$ cat src/rtl/core/dbsfe_pkg.sv
// Shared types, constants and the CRC-8 step of the door bus slave frame engine.
`default_nettype none

package dbsfe_pkg;

    // Bus protocol constants.
    localparam logic [7:0]  CRC_INIT       = 8'hF3;
    localparam logic [7:0]  CRC_POLY       = 8'h07;
    localparam logic [7:0]  HOST_ADDRESS   = 8'h80;
    localparam logic [7:0]  BCAST_ADDRESS  = 8'h00;
    localparam logic [7:0]  OP_SCAN        = 8'h01;
    localparam logic [7:0]  OP_STATUS_REQ  = 8'h20;
    localparam logic [7:0]  OP_STATUS_RESP = 8'h29;
    localparam logic [3:0]  SCAN_LEN_CODE  = 4'h2;
    localparam logic [3:0]  STAT_LEN_CODE  = 4'h3;
    localparam logic [3:0]  LEN_BCAST      = 4'd2;
    localparam logic [3:0]  LEN_SCAN       = 4'd2;
    localparam logic [3:0]  LEN_STATUS     = 4'd1;
    localparam logic [4:0]  LEN_OVERHEAD   = 5'd3;
    localparam logic [4:0]  POS_LENGTH     = 5'd2;
    localparam logic [4:0]  HDR_DEPTH      = 5'd4;

    // Pending action words.
    localparam logic [15:0] WORD_DEFAULT   = 16'h1000;
    localparam logic [15:0] WORD_STOP      = 16'h0000;
    localparam logic [15:0] WORD_OPEN      = 16'h1001;
    localparam logic [15:0] WORD_CLOSE     = 16'h1002;
    localparam logic [15:0] WORD_VENT      = 16'h1010;
    localparam logic [15:0] WORD_LIGHT     = 16'h1008;

    // Register reset values.
    localparam logic [7:0]  SLAVE_ADDR_RST = 8'h28;
    localparam logic [7:0]  DEV_TYPE_RST   = 8'h14;

    // Configuration register indexes.
    localparam int CFG_IDX_W = 2;
    localparam logic [CFG_IDX_W-1:0] REG_SLAVE_ADDR = 2'd0;
    localparam logic [CFG_IDX_W-1:0] REG_DEV_TYPE   = 2'd1;

    // Input command codes.
    localparam logic CMD_BYTE    = 1'b0;
    localparam logic CMD_TRIGGER = 1'b1;

    // Door action codes.
    localparam logic [2:0] ACT_STOP  = 3'd0;
    localparam logic [2:0] ACT_OPEN  = 3'd1;
    localparam logic [2:0] ACT_CLOSE = 3'd2;
    localparam logic [2:0] ACT_VENT  = 3'd3;
    localparam logic [2:0] ACT_LIGHT = 3'd4;

    // Result kinds.
    localparam logic KIND_REPLY  = 1'b0;
    localparam logic KIND_STATUS = 1'b1;

    // Reply sequencer steps.
    localparam logic [2:0] STEP_FIRST    = 3'd0;
    localparam logic [2:0] STEP_LEN      = 3'd1;
    localparam logic [2:0] STEP_OP       = 3'd2;
    localparam logic [2:0] STEP_DATA0    = 3'd3;
    localparam logic [2:0] STEP_DATA1    = 3'd4;
    localparam logic [2:0] STEP_SCAN_END = 3'd4;
    localparam logic [2:0] STEP_STAT_END = 3'd5;

    // Job queue geometry.
    localparam int QDEPTH = 4;
    localparam int QIDX_W = $clog2(QDEPTH);
    localparam int QCNT_W = $clog2(QDEPTH + 1);

    typedef enum logic [1:0] {
        JOB_BCAST = 2'd0,
        JOB_SCAN  = 2'd1,
        JOB_STAT  = 2'd2
    } job_kind_t;

    typedef struct packed {
        job_kind_t   kind;
        logic [3:0]  roll;
        logic [15:0] word;
    } job_t;

    // Front to queue write side.
    typedef struct packed {
        logic push;
        job_t job;
    } q_wr_t;

    // Queue head as seen by the back end.
    typedef struct packed {
        logic valid;
        job_t job;
    } q_head_t;

    // One byte through the CRC-8, MSB first.
    function automatic logic [7:0] crc8_next(input logic [7:0] crc, input logic [7:0] b);
        logic [7:0] v;
        v = crc ^ b;
        for (int i = 0; i < 8; i++) begin
            if (v[7])
            begin
                v = {v[6:0], 1'b0} ^ CRC_POLY;
            end
            else
            begin
                v = {v[6:0], 1'b0};
            end
        end
        return v;
    endfunction

endpackage

`default_nettype wire

$ cat src/rtl/core/dbsfe_in_if.sv
// Input channel: received bus bytes and door action triggers.
`default_nettype none

interface dbsfe_in_if;
    logic       valid;
    logic       ready;
    logic       cmd;
    logic [7:0] rx_byte;
    logic       framing_error;
    logic [2:0] action;

    modport source (output valid, cmd, rx_byte, framing_error, action, input ready);
    modport sink   (input valid, cmd, rx_byte, framing_error, action, output ready);
endinterface

`default_nettype wire

$ cat src/rtl/core/dbsfe_out_if.sv
// Output channel: reply bytes and broadcast status words.
`default_nettype none

interface dbsfe_out_if;
    logic        valid;
    logic        ready;
    logic        kind;
    logic [7:0]  tx_byte;
    logic [15:0] status_word;
    logic        last;

    modport source (output valid, kind, tx_byte, status_word, last, input ready);
    modport sink   (input valid, kind, tx_byte, status_word, last, output ready);
endinterface

`default_nettype wire

$ cat src/rtl/core/dbsfe_cfg_if.sv
// Configuration write channel.
`default_nettype none

interface dbsfe_cfg_if;
    logic       valid;
    logic       ready;
    logic [1:0] index;
    logic [7:0] data;

    modport source (output valid, index, data, input ready);
    modport sink   (input valid, index, data, output ready);
endinterface

`default_nettype wire

$ cat src/rtl/core/door_bus_slave_frame_engine_top.sv
// Top level of the door bus slave frame engine: registers and block wiring.
//
// req carries one beat per received bus byte or door action trigger. A byte
// flagged with a framing error is a break and starts frame capture; the
// frame's CRC-8 is checked as its bytes arrive. rsp carries reply bytes
// (kind 0) with the CRC byte flagged last, or a single broadcast status word
// (kind 1). cfg writes the slave address (index 0) and device type (index 1);
// it is always ready and must only be used while the block is idle.
// req takes one beat per cycle as long as the four-entry job queue has room;
// a frame that needs no answer never fills it. A finished frame's job
// passes through the queue and the output register. A scan reply runs five
// beats and a status reply six, one per cycle while rsp is ready, bounded by
// the reply sequencer that forms one byte and one CRC step per cycle.
// When rsp stalls, the output register holds its beat and the queue absorbs
// further jobs; req stalls only once the queue is full.
// Reset clears frame capture, sets the pending action word to its default,
// empties the queue and restores both registers to their reset values.
`default_nettype none

module door_bus_slave_frame_engine_top (
    input  wire logic     clk,
    input  wire logic     rst_n,
    dbsfe_in_if.sink      req,
    dbsfe_out_if.source   rsp,
    dbsfe_cfg_if.sink     cfg
);
    import dbsfe_pkg::*;

    logic [7:0] slave_addr_reg;
    logic [7:0] dev_type_reg;
    q_wr_t      q_wr;
    q_head_t    q_head;
    logic       q_full;
    logic       pop;

    // Configuration registers.
    assign cfg.ready = 1'b1;

    always_ff @(posedge clk or negedge rst_n)
    begin
        if (!rst_n)
        begin
            slave_addr_reg <= SLAVE_ADDR_RST;
            dev_type_reg   <= DEV_TYPE_RST;
        end
        else if (cfg.valid)
        begin
            case (cfg.index)
                REG_SLAVE_ADDR: slave_addr_reg <= cfg.data;
                REG_DEV_TYPE:   dev_type_reg   <= cfg.data;
                default:        ;
            endcase
        end
    end

    dbsfe_front u_front (
        .clk           (clk),
        .rst_n         (rst_n),
        .req           (req),
        .slave_address (slave_addr_reg),
        .q_full        (q_full),
        .q_wr          (q_wr)
    );

    dbsfe_queue u_queue (
        .clk    (clk),
        .rst_n  (rst_n),
        .q_wr   (q_wr),
        .q_full (q_full),
        .q_head (q_head),
        .pop    (pop)
    );

    dbsfe_back u_back (
        .clk           (clk),
        .rst_n         (rst_n),
        .q_head        (q_head),
        .pop           (pop),
        .slave_address (slave_addr_reg),
        .device_type   (dev_type_reg),
        .rsp           (rsp)
    );

endmodule

`default_nettype wire

$ cat src/rtl/core/dbsfe_front.sv
// Front end: frame capture, CRC check, frame decode and pending action word.
`default_nettype none

module dbsfe_front (
    input  wire logic            clk,
    input  wire logic            rst_n,
    dbsfe_in_if.sink             req,
    input  wire logic [7:0]      slave_address,
    input  wire logic            q_full,
    output dbsfe_pkg::q_wr_t     q_wr
);
    import dbsfe_pkg::*;

    logic        capturing_reg, capturing_next;
    logic [4:0]  pos_reg, pos_next;
    logic [4:0]  len_reg, len_next;
    logic [7:0]  crc_reg, crc_next;
    logic [15:0] pending_reg, pending_next;
    logic [7:0]  hdr_reg [HDR_DEPTH];

    logic        accept;
    logic        take_byte;
    logic [7:0]  crc_new;
    logic [4:0]  pos_inc;
    logic        frame_end;
    logic [3:0]  nib;
    logic [3:0]  roll;

    assign req.ready = !q_full;
    assign accept    = req.valid && req.ready;
    assign take_byte = accept && (req.cmd == CMD_BYTE) && !req.framing_error && capturing_reg;
    assign crc_new   = crc8_next(crc_reg, req.rx_byte);
    assign pos_inc   = pos_reg + 5'd1;
    assign frame_end = take_byte && (pos_inc != POS_LENGTH) && (pos_inc == len_reg);
    assign nib       = hdr_reg[1][3:0];
    assign roll      = hdr_reg[1][7:4] + 4'd1;

    // Capture state, CRC, action triggers and decode of a finished frame.
    always_comb
    begin
        capturing_next = capturing_reg;
        pos_next       = pos_reg;
        len_next       = len_reg;
        crc_next       = crc_reg;
        pending_next   = pending_reg;
        q_wr.push      = 1'b0;
        q_wr.job.kind  = JOB_BCAST;
        q_wr.job.roll  = roll;
        q_wr.job.word  = {hdr_reg[3], hdr_reg[2]};

        if (accept && (req.cmd == CMD_TRIGGER))
        begin
            case (req.action)
                ACT_STOP:  pending_next = WORD_STOP;
                ACT_OPEN:  pending_next = WORD_OPEN;
                ACT_CLOSE: pending_next = WORD_CLOSE;
                ACT_VENT:  pending_next = WORD_VENT;
                ACT_LIGHT: pending_next = WORD_LIGHT;
                default:   pending_next = pending_reg;
            endcase
        end
        else if (accept && req.framing_error)
        begin
            capturing_next = 1'b1;
            pos_next       = 5'd0;
            len_next       = 5'd0;
            crc_next       = CRC_INIT;
        end
        else if (take_byte)
        begin
            crc_next = crc_new;
            pos_next = pos_inc;
            if (pos_inc == POS_LENGTH)
            begin
                len_next = {1'b0, req.rx_byte[3:0]} + LEN_OVERHEAD;
            end
            else if (frame_end)
            begin
                capturing_next = 1'b0;
            end
        end

        // Act on an accepted frame in the beat of its last byte.
        if (frame_end && (crc_new == 8'h00))
        begin
            if (hdr_reg[0] == BCAST_ADDRESS)
            begin
                if (nib == LEN_BCAST)
                begin
                    q_wr.push     = 1'b1;
                    q_wr.job.kind = JOB_BCAST;
                end
            end
            else if (hdr_reg[0] == slave_address)
            begin
                if ((nib == LEN_SCAN) && (hdr_reg[2] == OP_SCAN))
                begin
                    q_wr.push     = 1'b1;
                    q_wr.job.kind = JOB_SCAN;
                end
                else if ((nib == LEN_STATUS) && (hdr_reg[2] == OP_STATUS_REQ))
                begin
                    q_wr.push     = 1'b1;
                    q_wr.job.kind = JOB_STAT;
                    q_wr.job.word = pending_reg;
                    pending_next  = WORD_DEFAULT;
                end
            end
        end
    end

    // Control state.
    always_ff @(posedge clk or negedge rst_n)
    begin
        if (!rst_n)
        begin
            capturing_reg <= 1'b0;
            pos_reg       <= 5'd0;
            len_reg       <= 5'd0;
            crc_reg       <= CRC_INIT;
            pending_reg   <= WORD_DEFAULT;
        end
        else
        begin
            capturing_reg <= capturing_next;
            pos_reg       <= pos_next;
            len_reg       <= len_next;
            crc_reg       <= crc_next;
            pending_reg   <= pending_next;
        end
    end

    // Header bytes, the first four of the frame.
    always_ff @(posedge clk)
    begin
        if (take_byte && (pos_reg < HDR_DEPTH))
        begin
            hdr_reg[pos_reg[1:0]] <= req.rx_byte;
        end
    end

endmodule

`default_nettype wire

$ cat src/rtl/core/dbsfe_queue.sv
// Short job queue between the frame decoder and the reply sequencer.
`default_nettype none

module dbsfe_queue (
    input  wire logic             clk,
    input  wire logic             rst_n,
    input  wire dbsfe_pkg::q_wr_t q_wr,
    output logic                  q_full,
    output dbsfe_pkg::q_head_t    q_head,
    input  wire logic             pop
);
    import dbsfe_pkg::*;

    job_t              mem [QDEPTH];
    logic [QIDX_W-1:0] wr_ptr_reg, rd_ptr_reg;
    logic [QCNT_W-1:0] count_reg, count_next;
    logic              do_push, do_pop;

    assign q_full       = (count_reg == QCNT_W'(QDEPTH));
    assign do_push      = q_wr.push && !q_full;
    assign do_pop       = pop && (count_reg != '0);
    assign q_head.valid = (count_reg != '0);
    assign q_head.job   = mem[rd_ptr_reg];

    // Occupancy follows pushes and pops.
    always_comb
    begin
        count_next = count_reg;
        case ({do_push, do_pop})
            2'b10:   count_next = count_reg + QCNT_W'(1);
            2'b01:   count_next = count_reg - QCNT_W'(1);
            default: count_next = count_reg;
        endcase
    end

    always_ff @(posedge clk or negedge rst_n)
    begin
        if (!rst_n)
        begin
            wr_ptr_reg <= '0;
            rd_ptr_reg <= '0;
            count_reg  <= '0;
        end
        else
        begin
            count_reg <= count_next;
            if (do_push)
            begin
                wr_ptr_reg <= wr_ptr_reg + QIDX_W'(1);
            end
            if (do_pop)
            begin
                rd_ptr_reg <= rd_ptr_reg + QIDX_W'(1);
            end
        end
    end

    // Job storage.
    always_ff @(posedge clk)
    begin
        if (do_push)
        begin
            mem[wr_ptr_reg] <= q_wr.job;
        end
    end

    a_no_overflow: assert property (@(posedge clk) disable iff (!rst_n)
        count_reg <= QCNT_W'(QDEPTH))
        else $error("job queue occupancy above its depth");

    a_push_lands: assert property (@(posedge clk) disable iff (!rst_n)
        q_wr.push |-> !q_full)
        else $error("job pushed into a full queue");

    a_pop_nonempty: assert property (@(posedge clk) disable iff (!rst_n)
        pop |-> q_head.valid)
        else $error("pop from an empty job queue");

endmodule

`default_nettype wire

$ cat src/rtl/core/dbsfe_back.sv
// Back end: turns queued jobs into reply bytes with CRC or a status beat.
`default_nettype none

module dbsfe_back (
    input  wire logic               clk,
    input  wire logic               rst_n,
    input  wire dbsfe_pkg::q_head_t q_head,
    output logic                    pop,
    input  wire logic [7:0]         slave_address,
    input  wire logic [7:0]         device_type,
    dbsfe_out_if.source             rsp
);
    import dbsfe_pkg::*;

    logic [2:0]  step_reg, step_next;
    logic [7:0]  crc_reg, crc_next;
    logic        out_valid_reg, out_valid_next;
    logic        kind_reg;
    logic [7:0]  tx_reg;
    logic [15:0] word_reg;
    logic        last_reg;

    logic        advance;
    logic [7:0]  crc_cur;
    logic [2:0]  end_step;
    logic        is_end;
    logic [7:0]  msg_byte;
    logic        b_kind;
    logic [7:0]  b_tx;
    logic [15:0] b_word;

    assign advance  = q_head.valid && (!out_valid_reg || rsp.ready);
    assign crc_cur  = (step_reg == STEP_FIRST) ? CRC_INIT : crc_reg;
    assign end_step = (q_head.job.kind == JOB_SCAN) ? STEP_SCAN_END : STEP_STAT_END;
    assign is_end   = (q_head.job.kind == JOB_BCAST) || (step_reg == end_step);
    assign pop      = advance && is_end;

    // Reply message byte for the current step.
    always_comb
    begin
        case (step_reg)
            STEP_FIRST: msg_byte = HOST_ADDRESS;
            STEP_LEN:   msg_byte = {q_head.job.roll,
                                    (q_head.job.kind == JOB_SCAN) ? SCAN_LEN_CODE
                                                                  : STAT_LEN_CODE};
            STEP_OP:    msg_byte = (q_head.job.kind == JOB_SCAN) ? device_type
                                                                 : OP_STATUS_RESP;
            STEP_DATA0: msg_byte = (q_head.job.kind == JOB_SCAN) ? slave_address
                                                                 : q_head.job.word[7:0];
            STEP_DATA1: msg_byte = q_head.job.word[15:8];
            default:    msg_byte = 8'h00;
        endcase
    end

    // Beat contents and sequencer update.
    always_comb
    begin
        b_kind         = KIND_REPLY;
        b_tx           = msg_byte;
        b_word         = 16'h0000;
        step_next      = step_reg;
        crc_next       = crc_reg;
        out_valid_next = out_valid_reg && !rsp.ready;

        if (q_head.job.kind == JOB_BCAST)
        begin
            b_kind = KIND_STATUS;
            b_tx   = 8'h00;
            b_word = q_head.job.word;
        end
        else if (is_end)
        begin
            b_tx = crc_cur;
        end

        if (advance)
        begin
            out_valid_next = 1'b1;
            if (is_end)
            begin
                step_next = STEP_FIRST;
            end
            else
            begin
                step_next = step_reg + 3'd1;
                crc_next  = crc8_next(crc_cur, msg_byte);
            end
        end
    end

    always_ff @(posedge clk or negedge rst_n)
    begin
        if (!rst_n)
        begin
            step_reg      <= STEP_FIRST;
            crc_reg       <= CRC_INIT;
            out_valid_reg <= 1'b0;
        end
        else
        begin
            step_reg      <= step_next;
            crc_reg       <= crc_next;
            out_valid_reg <= out_valid_next;
        end
    end

    // Output register; holds while the receiver stalls.
    always_ff @(posedge clk)
    begin
        if (advance)
        begin
            kind_reg <= b_kind;
            tx_reg   <= b_tx;
            word_reg <= b_word;
            last_reg <= is_end;
        end
    end

    assign rsp.valid       = out_valid_reg;
    assign rsp.kind        = kind_reg;
    assign rsp.tx_byte     = tx_reg;
    assign rsp.status_word = word_reg;
    assign rsp.last        = last_reg;

    a_status_is_last: assert property (@(posedge clk) disable iff (!rst_n)
        (rsp.valid && rsp.kind == KIND_STATUS) |-> rsp.last)
        else $error("status beat without last");

    a_step_range: assert property (@(posedge clk) disable iff (!rst_n)
        step_reg <= STEP_STAT_END)
        else $error("reply sequencer step out of range");

    a_step_restart: assert property (@(posedge clk) disable iff (!rst_n)
        pop |=> (step_reg == STEP_FIRST))
        else $error("sequencer did not restart after a job");

endmodule

`default_nettype wire
$ cat src/flat_wrapper.sv
// flat-port wrapper written by rule: the top's interface ports become plain ports
module door_bus_slave_frame_engine_top_flat import dbsfe_pkg::*;
  (clk, rst_n, req_valid, req_cmd, req_rx_byte, req_framing_error, req_action, req_ready, rsp_valid, rsp_kind, rsp_tx_byte, rsp_status_word, rsp_last, rsp_ready, cfg_valid, cfg_index, cfg_data, cfg_ready);
  dbsfe_in_if req_i ();
  dbsfe_out_if rsp_i ();
  dbsfe_cfg_if cfg_i ();
  input  wire logic clk;
  input  wire logic rst_n;
  input wire logic [$bits(req_i.valid)-1:0] req_valid;
  input wire logic [$bits(req_i.cmd)-1:0] req_cmd;
  input wire logic [$bits(req_i.rx_byte)-1:0] req_rx_byte;
  input wire logic [$bits(req_i.framing_error)-1:0] req_framing_error;
  input wire logic [$bits(req_i.action)-1:0] req_action;
  output wire logic [$bits(req_i.ready)-1:0] req_ready;
  output wire logic [$bits(rsp_i.valid)-1:0] rsp_valid;
  output wire logic [$bits(rsp_i.kind)-1:0] rsp_kind;
  output wire logic [$bits(rsp_i.tx_byte)-1:0] rsp_tx_byte;
  output wire logic [$bits(rsp_i.status_word)-1:0] rsp_status_word;
  output wire logic [$bits(rsp_i.last)-1:0] rsp_last;
  input wire logic [$bits(rsp_i.ready)-1:0] rsp_ready;
  input wire logic [$bits(cfg_i.valid)-1:0] cfg_valid;
  input wire logic [$bits(cfg_i.index)-1:0] cfg_index;
  input wire logic [$bits(cfg_i.data)-1:0] cfg_data;
  output wire logic [$bits(cfg_i.ready)-1:0] cfg_ready;
  assign req_i.valid = req_valid;
  assign req_i.cmd = req_cmd;
  assign req_i.rx_byte = req_rx_byte;
  assign req_i.framing_error = req_framing_error;
  assign req_i.action = req_action;
  assign req_ready = req_i.ready;
  assign rsp_valid = rsp_i.valid;
  assign rsp_kind = rsp_i.kind;
  assign rsp_tx_byte = rsp_i.tx_byte;
  assign rsp_status_word = rsp_i.status_word;
  assign rsp_last = rsp_i.last;
  assign rsp_i.ready = rsp_ready;
  assign cfg_i.valid = cfg_valid;
  assign cfg_i.index = cfg_index;
  assign cfg_i.data = cfg_data;
  assign cfg_ready = cfg_i.ready;
  door_bus_slave_frame_engine_top u_core (.clk(clk), .rst_n(rst_n), .req(req_i), .rsp(rsp_i), .cfg(cfg_i));
endmodule
$ cat config.mk
export PLATFORM = sky130hd
export DESIGN_NAME = door_bus_slave_frame_engine_top_flat
export DESIGN_NICKNAME = d
export VERILOG_FILES = /design/src/rtl/core/dbsfe_pkg.sv /design/src/rtl/core/dbsfe_in_if.sv /design/src/rtl/core/dbsfe_out_if.sv /design/src/rtl/core/dbsfe_cfg_if.sv /design/src/rtl/core/door_bus_slave_frame_engine_top.sv /design/src/rtl/core/dbsfe_front.sv /design/src/rtl/core/dbsfe_queue.sv /design/src/rtl/core/dbsfe_back.sv /design/src/flat_wrapper.sv
export SDC_FILE = /design/constraint.sdc
export NUM_CORES = 1
export LEC_CHECK = 0
export ABC_AREA = 1
export BUFFER_PORTS_ARGS = -buffer_cell sky130_fd_sc_hd__buf_2
export CAP_MARGIN = 20
export CORE_MARGIN = 2
export CORE_UTILIZATION = 30
export CTS_BUF_LIST = sky130_fd_sc_hd__clkbuf_2 sky130_fd_sc_hd__clkbuf_4 sky130_fd_sc_hd__clkbuf_8
export CTS_CLUSTER_SIZE = 24
export DETAILED_ROUTE_END_ITERATION = 7
export MAX_ROUTING_LAYER = met4
export PLACE_DENSITY = 0.47
export SLEW_MARGIN = 20
export SYNTH_ARGS = -nofsm -noshare
export SYNTH_HDL_FRONTEND = slang
export SYNTH_SLANG_ARGS = --single-unit
$ cat constraint.sdc
create_clock -name clk -period 4.4 [get_ports clk]
set_input_delay 0.88 -clock clk [delete_from_list [all_inputs] [get_ports clk]]
set_output_delay 0.88 -clock clk [all_outputs]
set_load 0.1 [all_outputs]
# Word level (Yosys, flattened, before mapping)

Memories as Yosys holds them, arrays and structs flattened.
Cells that the tools add are included.
W data, S select, Z words.

Register bits: 96
Latch bits: 0
Memory bits (writable): 120
Bits in read-only memories: 0
Output and inout bits: 29
Memories: 2

Memories:

| name                   | depth | width | rd ports | clocked after memory_dff | wr ports | line              | RTL |
|---|---|---|---|---|---|---|---|
| u_core.u_queue.mem     | 4     | 22    | 1        | 0                        | 1        | dbsfe_queue.sv:14 | `job_t mem [QDEPTH];` |
| u_core.u_front.hdr_reg | 4     | 8     | 4        | 0                        | 1        | dbsfe_front.sv:19 | `logic [7:0] hdr_reg [HDR_DEPTH];` |

Add/subtract/negate cells: 8
$mul: 0
Divide/modulo/power cells: 0
Order comparisons: 1
Equality and inequality tests: 23
Shift operators: 0
Multiplexer cells: 74
Bitwise logic cells: 21
Reduce and logical (&&, ||, !) cells: 40

Operators with widths:

| cell                  | count |
|---|---|
| $mux W16              | 11 |
| $mux W8               | 20 |
| $pmux W16 S5          | 1 |
| $mux W3               | 23 |
| $not A3 Y3            | 16 |
| $pmux W8 S5           | 1 |
| $mux W5               | 5 |
| $logic_and A1 B1 Y1   | 17 |
| $logic_not A8 Y1      | 2 |
| $xor A8 B8 Y8         | 2 |
| $eq A3 B2 Y1 const B  | 4 |
| $mux W1               | 12 |
| $eq A3 B3 Y1 const B  | 3 |
| $eq A8 B1 Y1 const B  | 1 |
| $eq A8 B6 Y1 const B  | 1 |
| $eq A8 B8 Y1          | 1 |
| $reduce_and A2 Y1     | 4 |
| $reduce_bool A2 Y1    | 4 |
| $add A3 B1 Y3 const B | 2 |
| $eq A2 B1 Y1 const B  | 3 |
| $eq A3 B1 Y1 const B  | 2 |
| $logic_not A3 Y1      | 2 |
| $pmux W3 S2           | 1 |
| $add A4 B2 Y5 const B | 1 |
| 20 further kinds      | 28 |

# Logic depth before layout (Yosys ltp)

Gate-level depths: netlist (run 1).
An unclocked memory read counts as a cell.

Word-level depth: 35
Depth in mapped cells: 17
Mapped depth without buffers: 17

# By module

From an unflattened synthesis (run 1), not the netlist that was laid out.

Cell total of the unflattened synthesis: 1,160
Area, all modules: 10,704.0 um^2

By module, submodules not included:

| module                          | times used | cells each | area an instance (um^2) |
|---|---|---|---|
| dbsfe_queue                     | 1          | 316        | 3,971.3 |
| dbsfe_front                     | 1          | 454        | 3,606.0 |
| dbsfe_back                      | 1          | 317        | 2,414.8 |
| door_bus_slave_frame_engine_top | 1          | 73         | 711.9 |

# Worst setup path before layout (run 1)

OpenSTA, ideal clock, no wires.

Path type: input-to-reg
From: input rsp_ready
To: register u_core.u_queue.count_reg[2]
Setup time: 0.124 ns
Arrival: 3.809 ns
Slack: 0.467 ns
Stages on the path: 10
Cell sequence: inv_1 > a21oi_1 > inv_1 > nor2_1 > ha_1 > inv_1 > fa_1 > a21oi_1 > o21ai_0 > xnor2_1

Cells in the longest elaborated chain, start to end: 6

RTL lines:

| what                                              | line               | RTL |
|---|---|---|
| start, declared                                   | flat_wrapper.sv:20 | `input wire logic [$bits(rsp_i.ready)-1:0] rsp_ready;` |
| $logic_or A1 B1 Y1 *                              | dbsfe_back.sv:32   | `assign advance = q_head.valid && (!out_valid_reg \|\| rsp.ready);` |
| $logic_and A1 B1 Y1 *                             | dbsfe_back.sv:32   |  |
| via u_core.u_back.advance                         | dbsfe_back.sv:23   | `logic advance;` |
| $logic_and A1 B1 Y1 *                             | dbsfe_back.sv:36   | `assign pop = advance && is_end;` |
| $logic_and A1 B1 Y1 *                             | dbsfe_queue.sv:21  | `assign do_pop = pop && (count_reg != '0);` |
| via u_core.u_queue.do_pop                         | dbsfe_queue.sv:17  | `logic do_push, do_pop;` |
| $eq A2 B1 Y1 or $eq A2 B2 Y1 (tied branches)      | dbsfe_queue.sv:29  | `case ({do_push, do_pop})` |
| $pmux W3 S2 or $reduce_bool A2 Y1 (tied branches) | n/a                |  |
| end signal, assigned                              | dbsfe_queue.sv:46  | `count_reg <= count_next;` |
| end, declared                                     | dbsfe_queue.sv:16  | `logic [QCNT_W-1:0] count_reg, count_next;` |

The timed path passes the listed nets; every way through them passes the cells marked *.
A chain may end at the register's enable or synchronous reset.

# Worst setup path in the final report (run 1)

From: register u_core.u_front.pos_reg[0]
To: register u_core.u_queue.count_reg[1]

Cells in the longest elaborated chain, start to end: 9

RTL lines:

| what                                              | line               | RTL |
|---|---|---|
| start, declared                                   | dbsfe_front.sv:15  | `logic [4:0] pos_reg, pos_next;` |
| start signal, assigned                            | dbsfe_front.sv:126 | `pos_reg <= pos_next;` |
| $add A5 B1 Y5 *                                   | dbsfe_front.sv:33  | `assign pos_inc = pos_reg + 5'd1;` |
| $ne A5 B2 Y1                                      | dbsfe_front.sv:34  | `assign frame_end = take_byte && (pos_inc != POS_LENGTH) && (pos_inc == len_reg);` |
| $logic_and A1 B1 Y1                               | dbsfe_front.sv:34  |  |
| $logic_and A1 B1 Y1 *                             | dbsfe_front.sv:34  |  |
| $logic_and A1 B1 Y1 *                             | dbsfe_front.sv:84  | `if (frame_end && (crc_new == 8'h00))` |
| $mux W3 *                                         | dbsfe_front.sv:84  |  |
| $logic_and A1 B1 Y1 *                             | dbsfe_queue.sv:20  | `assign do_push = q_wr.push && !q_full;` |
| $eq A2 B1 Y1 or $eq A2 B2 Y1 (tied branches)      | dbsfe_queue.sv:29  |  |
| $pmux W3 S2 or $reduce_bool A2 Y1 (tied branches) | n/a                |  |

Every way passes the cells marked *; elsewhere a longest branch is shown, timed or not.

==> out/summary.txt, run 1 <==
Clk_skew: 0.0300 ns
Clock group share of total power: 22.6%
Cts bufs inserted: 39
Static leakage: 5.29 nW
Routed vias: 7,632
CP required: 4.85 ns
Pint: 4.82 mW
Share of power burned in registers: 31.4%
I/O Pins: 57
Initial antenna violation count: 0
Resized Gates After CTS: 0
ANT nets after route: 0
Final worst path period share: 77.2%
Yosys reg bits: 216
Kind of critical path: flop to flop
Pwr dens: 728 nW/um2
Post-Syn Area per Cell: 9.39 um2
Slowest cell on crit path: dfrtp_1
GPL Wtd Cong: 0.830
Setup crit end kind: flop
Final nets: 1,244
Ant diodes: 0
CTS Buffer Depth: 3
Ys async rst share: 32.4%
DR pass1 iterations: 5
Worst flop-to-flop path startpoint: u_core.u_front.pos_reg[0]
Multi-input logic area: 3580 um2
Number of global-route vias before repair: 7,375
WL/cell: 15.6 um
DRT iter0 DRCs: 527
Grt ovf: 0
Worst VDD drop: 777 uV
Area grow syn2layout: 16.3%
Final-report max-slew violation count: 0
Global-route wire length before repair: 41.1 mm
Row count: 68
Hold Path Class: primary input to asynchronous set/reset pin
Endpoints failing setup: 0
DR vias/cell: 4.53
Die Wd: 191 um
Comb pwr share: 46.0%
Crit. Startpoint: u_core.u_front.pos_reg[0]
Floorplan core area: 34,500 um2
Reg2reg end: u_core.u_queue.count_reg[1]
Worst Setup Start Kind: flop
Final Hold Vio Count: 0
Initial core utilization: 30.4%
Largest net degree at the start of global routing: 71
Total power: 8.87 mW
CTS sink count: 216
Syn nets: 1,161
Final HPWL DP: 18.7 mm
Reg-to-reg setup timing slack: 1.00 ns
Post-Syn Instances: 1,115
Syn Std Cell Area: 10,500 um2
CTS Hold Bufs: 0
Fmax: 0.294 GHz
NetSw: 4.05 mW
Die Ht: 191 um
Final worst path period need: 3.40 ns
H-tree lvl count: 2
CP peak stage delay: 0.49 ns
Switching Fraction: 45.6%
Slew at the pin with the worst max-slew slack: 0.967 ns
Register area share after synthesis: 58.8%
Post-synth EDFFs: 146
Dominant synthesized flop cell: edfxtp_1
RSZ-0062 raised after global routing: false
Slew HR: 34.9%
Fillers: 3,532
Setup TNS: 0 ns
Die area: 36,400 um2
Layout cell share with drive strength beyond 1: 15.0%
Max-Cap Viols: 0
CTS tree: built
CTS Root Cell: clkbuf_8
R2R depth: 14
Wirelength, routed: 26.3 mm
CP dominant cell by count: inv_1
PortBufs: 55
Clock transition at path regs: 0.06 ns
Ys Warns: 0
# Post-CTS Setup Buffers: 0
Status: completed
DRC Markers: 0
Worst EP arrival: 3.85 ns
CP cell instances: inv_1 > ha_1 > inv_1 > o22ai_1 > nor2_1 > o21ai_0 > nor3_1 > o2111ai_1 > nor3_4 > nand3_2 > ha_1 > inv_1 > fa_1 > o21ai_0
Worst Path Max Fanout: 8
Cell variety after synth: 47
Storage element area: 6160 um2
Worst skew pair latency: 0.55 ns
Total GRT Usage: 15.1%
Max reg flops: 88
## area by class of cell
| cell class | instances | share of cell area (%) |
|---|---|---|
| well taps | 455 | 4.67 |
| clock inverters | 10 | 0.647 |
| flip-flops and latches | 216 | 50.6 |
| repair buffers | 75 | 3.62 |
| clock buffers | 62 | 6.29 |
| inverters | 157 | 4.84 |
| multi-input cells | 709 | 29.4 |
## cell usage after synthesis (3+ instances only)
library cell | n | area share (%)
a21oi_1 | 14 | 0.67
buf_2 | 10 | 0.48
buf_4 | 4 | 0.29
clkbuf_1 | 15 | 0.54
dfrtp_1 | 53 | 13
dfstp_2 | 17 | 4.3
edfxtp_1 | 146 | 42
ha_1 | 17 | 2.0
inv_1 | 152 | 5.4
inv_2 | 3 | 0.11
nand2_1 | 282 | 10
nand3_1 | 83 | 4.0
nand4_1 | 14 | 0.84
nor2_1 | 102 | 3.7
nor3_1 | 5 | 0.24
o21ai_0 | 99 | 4.7
o22a_1 | 6 | 0.50
o22ai_1 | 15 | 0.90
o31ai_1 | 3 | 0.22
o41ai_1 | 7 | 0.59
xnor2_1 | 15 | 1.3
xor2_1 | 19 | 1.6
## power by group through the flow
stage / clock network (mW) / logic, mW / registers, mW
after global placement: 0 / 4.08 / 2.82
after global routing: 2.16 / 4.51 / 2.82
final: 2.01 / 4.08 / 2.78
after floorplan: 0 / 2.26 / 3.71
after CTS: 2.07 / 4.11 / 2.79
after detailed placement: 0 / 4.10 / 2.82
## routing by layer
| layer | vias to the layer above | part of all wire (%) | GRT usage (%) |
|---|---|---|---|
| li1 | 3844 | - | - |
| met1 | 3556 | 47 | 19.6 |
| met2 | 180 | 45 | 23.7 |
| met3 | 52 | 4.5 | 2.59 |
| met4 | 0 | 2.9 | 5.49 |
| met5 | - | 0 | - |
## metrics by stage
stage | area (um2) | utilization (%) | cells | hold slack, ns | setup WS [ns]
final | 12200 | 35.3 | 1684 | 0.315 | 1.00
after global routing | 12200 | 35.3 | 1684 | 0.331 | 0.708
after CTS | 12200 | 35.3 | 1683 | 0.470 | 0.972
after detailed placement | 11300 | 32.8 | 1611 | 0.460 | 0.504
after global placement | 11300 | 32.8 | 1611 | 0.457 | 0.588
after floorplan | 10500 | - | 1115 | 0.448 | 0.467
## cells by family after synthesis
kind of cell / after synthesis / synth area share [%]
AOI/OAI and AO/OA: 151 / 8.16
and+or+nand+nor: 501 / 20.1
xor gates and xnor gates: 38 / 3.47
adders and majority gates: 18 / 2.22
other: 1 / 0.0358
buffers and inverters: 190 / 7.23
DFF: 216 / 58.8
## worst max path at each step
stage | cells past startpoint | slack [ns] | endpoint
after global placement | 16 | 0.59 | u_core.u_queue.count_reg[1]
after floorplan | 10 | 0.47 | u_core.u_queue.count_reg[2]
final | 14 | 1.00 | u_core.u_queue.count_reg[1]
after global routing | 14 | 0.71 | u_core.u_queue.count_reg[1]
after CTS | 14 | 0.97 | u_core.u_queue.count_reg[1]
after detailed placement | 16 | 0.50 | u_core.u_queue.count_reg[1]
## layout by cell type (no fill, tap or decap), drive strengths merged
master and instances:
a21oi 14, dfstp 17, a22oi 1, and2 1
nor3b 1, nand3 85, clkinvlp 1, conb 1
o41ai 7, a211oi 1, o22a 6, buf 75
nor3 6, edfxtp 146, o2111ai 1, nor4 2
o21a 2, o211ai 2, nand4 14, nand3b 3
inv 156, clkbuf 62, fa 1, o21ai 99
bufinv 1, dfrtp 53, ha 17, o22ai 15
nor2 103, xor2 21, o31ai 3, clkinv 9
nand2 284, or2 2, xnor2 17
## critical path: cells and delay by family, from the launching register on
| kind | cells | cell delay [ns] |
|---|---|---|
| AO/OA/AOI/OAI | 4 | 0.61 |
| adder cells (fa/ha/maj) | 3 | 0.98 |
| buffers and inverters | 3 | 0.31 |
| flip-flops | 1 | 0.49 |
| AND/OR/NAND/NOR | 4 | 0.92 |
Note: power is estimated with default switching activity, not from simulation.
==> inputs of run 2 (changes only) <==
--- a/config.mk
+++ b/config.mk
@@ -5,7 +5,7 @@
 export SDC_FILE = /design/constraint.sdc
 export NUM_CORES = 1
 export LEC_CHECK = 0
-export ABC_AREA = 1
+export ABC_AREA = 0
 export BUFFER_PORTS_ARGS = -buffer_cell sky130_fd_sc_hd__buf_2
 export CAP_MARGIN = 20
 export CORE_MARGIN = 2
==> constraint.sdc (replaced) <==
create_clock -name clk -period 3.4 [get_ports clk]
set_input_delay 0.68 -clock clk [delete_from_list [all_inputs] [get_ports clk]]
set_output_delay 0.68 -clock clk [all_outputs]
set_load 0.1 [all_outputs]
==> out/summary.txt, run 2 <==
Initial core utilization: 30.4% (+0.052 points)
Die area: 33,500 um2 (-8.1%)
RSZ-0062 raised after global routing: false
Setup TNS: 0 ns (unchanged)
Slew HR: 55.7% (+21 points)
CTS tree: built
Endpoints failing setup: 0 (unchanged)
ANT nets after route: 0 (unchanged)
Post-Syn Area per Cell: 14.4 um2 (+54%)
Final worst path period need: 3.20 ns (-0.201 ns)
Largest net degree at the start of global routing: 71 (unchanged)
Slowest cell on crit path: mux4_2
I/O Pins: 57 (unchanged)
Synth top area cells: edfxtp_1 (46%), dfrtp_1 (14%), mux4_2 (4.7%)
CP required: 3.80 ns (-1.05 ns)
Hold Path Class: primary input to asynchronous set/reset pin
Static leakage: 4.39 nW (-17%)
Dpl cells: 1,123 (-30%)
Worst Path Max Fanout: 12 (+4)
Syn nets: 712 (-39%)
GPL Wtd Cong: 0.868 (+4.6%)
Register area share after synthesis: 64.1% (+5.3 points)
Clock transition at path regs: 0.06 ns (about the same)
Dominant synthesized flop cell: edfxtp_1
Final WS setup: 0.203 ns (-0.799 ns)
CP cell instances: mux4_2 > nand2b_4 > nor2_1 > a221oi_1 > buf_4 > xnor2_1 > xor3_1 > nand3_1 > o211ai_1
Dpl cell area: 10,500 um2 (-7.0%)
Reg-to-reg setup timing slack: 0.20 ns (-0.80 ns)
DRC Markers: 0 (unchanged)
Total power: 10.3 mW (+16%)
Placement Setup Slack: 0.0681 ns (-0.436 ns)
Status: completed
Final Hold Vio Count: 0 (unchanged)
Ant diodes: 0 (unchanged)
Crit path max-delay family: XOR/XNOR gates
PortBufs: 55 (unchanged)
Routed vias: 5,686 (-25%)
DRT iter0 DRCs: 283 (-46%)
Worst skew pair latency: 0.54 ns (about the same)
Most common cell after layout, fill and taps aside: edfxtp_1
Yosys top cell by area: edfxtp_1
Syn Std Cell Area: 9610 um2 (-8.3%)
Die Ht: 183 um (-4.1%)
Worst EP arrival: 3.60 ns (-0.25 ns)
Wirelength, routed: 22.9 mm (-13%)
Global-route wire length before repair: 35.1 mm (-15%)
Reg2reg end: u_core.u_back.crc_reg[2]
Final-report max-slew violation count: 0 (unchanged)
Yosys top cell area share: 45.6% (+3.8 points)
Post-synth EDFFs: 146 (unchanged)
CTS sink count: 216 (unchanged)
Worst Setup Start Kind: flop
Final HPWL DP: 16.2 mm (-13%)
Final core utilization: 36.2% (+0.82 points)
Post-Syn Instances: 666 (-40%)
Area grow syn2layout: 18.8%
Grt ovf: 0 (unchanged)
Final std cells w/o fill: 1,194 (-29%)
Most used cells in the layout excluding fill and tap cells: edfxtp_1 (146), buf_2 (54), dfrtp_1 (53), xnor2_1 (46), clkbuf_8 (43)
Layout cell share with drive strength beyond 1: 27.8% (+13 points)
CTS Root Cell: clkbuf_8
Row count: 65 (-4.4%)
Floorplan core area: 31,600 um2 (-8.4%)
Initial antenna violation count: 0 (unchanged)
Yosys reg bits: 216 (unchanged)
Ys Warns: 0 (unchanged)
Ys async rst share: 32.4% (unchanged)
CTS Buffer Depth: 3 (unchanged)
Most common cell in the netlist: edfxtp_1
Cell variety after synth: 63 (+34%)
Final worst path period share: 94.0% (+17 points)
Clk_skew: 0.0219 ns (-0.00815 ns)
Post-route cell area: 11,400 um2 (-6.3%)
CP peak stage delay: 0.60 ns (+0.11 ns)
R2R depth: 9 (-5)
Max-Cap Viols: 0 (unchanged)
Max reg flops: 88 (unchanged)
WL/cell: 19.2 um (+22%)
# Post-CTS Setup Buffers: 0 (unchanged)
CP bufs+invs: 1 (-2)
Synth cell count leaders: edfxtp_1 (146), dfrtp_1 (53), xnor2_1 (46)
H-tree lvl count: 2 (unchanged)
DR pass1 iterations: 6 (+1)
Fmax: 0.313 GHz (+6.3%)
Slew at the pin with the worst max-slew slack: 0.662 ns (-0.305 ns)
Kind of critical path: flop to flop
CTS Hold Bufs: 0 (unchanged)
Final hold slack: 0.0399 ns (-0.275 ns)
Resized Gates After CTS: 0 (unchanged)
Die Wd: 183 um (-4.1%)
Cts bufs inserted: 39 (unchanged)
Setup crit end kind: flop
Worst flop-to-flop path startpoint: u_core.u_queue.rd_ptr_reg[0]
Total GRT Usage: 14.2% (-0.90 points)
DR vias/cell: 4.76 (+5.1%)
Number of global-route vias before repair: 5,996 (-19%)
Final nets: 809 (-35%)
Worst VDD drop: 650 uV (-16%)
Pwr dens: 902 nW/um2 (+24%)
run 2: cell count changes after synthesis, moves of 11 or more:
cell / before / now
a21o_1: 0 / 11
and2_1: 0 / 35
inv_1: 152 / 20
mux2_2: 0 / 29
mux4_2: 0 / 20
nand2_1: 282 / 33
nand3_1: 83 / 18
nand4_1: 14 / 3
nor2_1: 102 / 40
nor3_1: 5 / 17
o21ai_0: 99 / 28
o22ai_1: 15 / 1
xnor2_1: 15 / 46
run 2: cell type report:
type | instances | area (um2)
multi-input cells | 409 | 3280
fillers | 3035 | 20100
clock inverters | 15 | 180
well taps | 402 | 503
inverters | 20 | 75.1
repair buffers | 77 | 538
clock buffers | 55 | 682
flip-flops and latches | 216 | 6160
run 2: how the worst max path moves through the flow:
stage / from / endpoint / depth (start not counted) / slack [ns]
after floorplan: req_rx_byte[7] / u_core.u_queue.mem[2][0] / 8 / 0.16
after global placement: req_rx_byte[7] / u_core.u_queue.count_reg[2] / 15 / 0.11
after detailed placement: req_rx_byte[7] / u_core.u_queue.count_reg[2] / 15 / 0.07
after CTS: u_core.u_queue.rd_ptr_reg[0] / u_core.u_back.crc_reg[2] / 9 / 0.22
after global routing: u_core.u_queue.rd_ptr_reg[0] / u_core.u_back.crc_reg[2] / 9 / 0.04
final: u_core.u_queue.rd_ptr_reg[0] / u_core.u_back.crc_reg[2] / 9 / 0.20
run 2: power by group:
group          switching [mW]  internal (mW)  leakage, nW
sequential              0.300           3.29         2.19
clock                    1.07           1.61        0.460
combinational            2.43           1.59         1.74
run 2: cells by family (layout without fill, tap and decap cells):
logic type	Yosys count	count (layout)	share of synthesized area (%)
AO/OA/AOI/OAI	86	86	5.91
XOR/XNOR	69	69	6.73
adder cells (fa/ha/maj)	18	18	2.42
buffers and inverters	41	167	1.82
flip-flops	216	216	64.1
multiplexers	58	58	9.42
other	1	1	0.0390
AND/OR/NAND/NOR	177	177	9.55
run 2: routing by layer:
layer	vias to the layer above	GRT usage, %	part of all wire, %
met3	43	2.78	4.4
li1	2659	-	-
met1	2850	17.8	44
met2	134	23.5	49
met5	-	-	0
met4	0	3.81	1.9
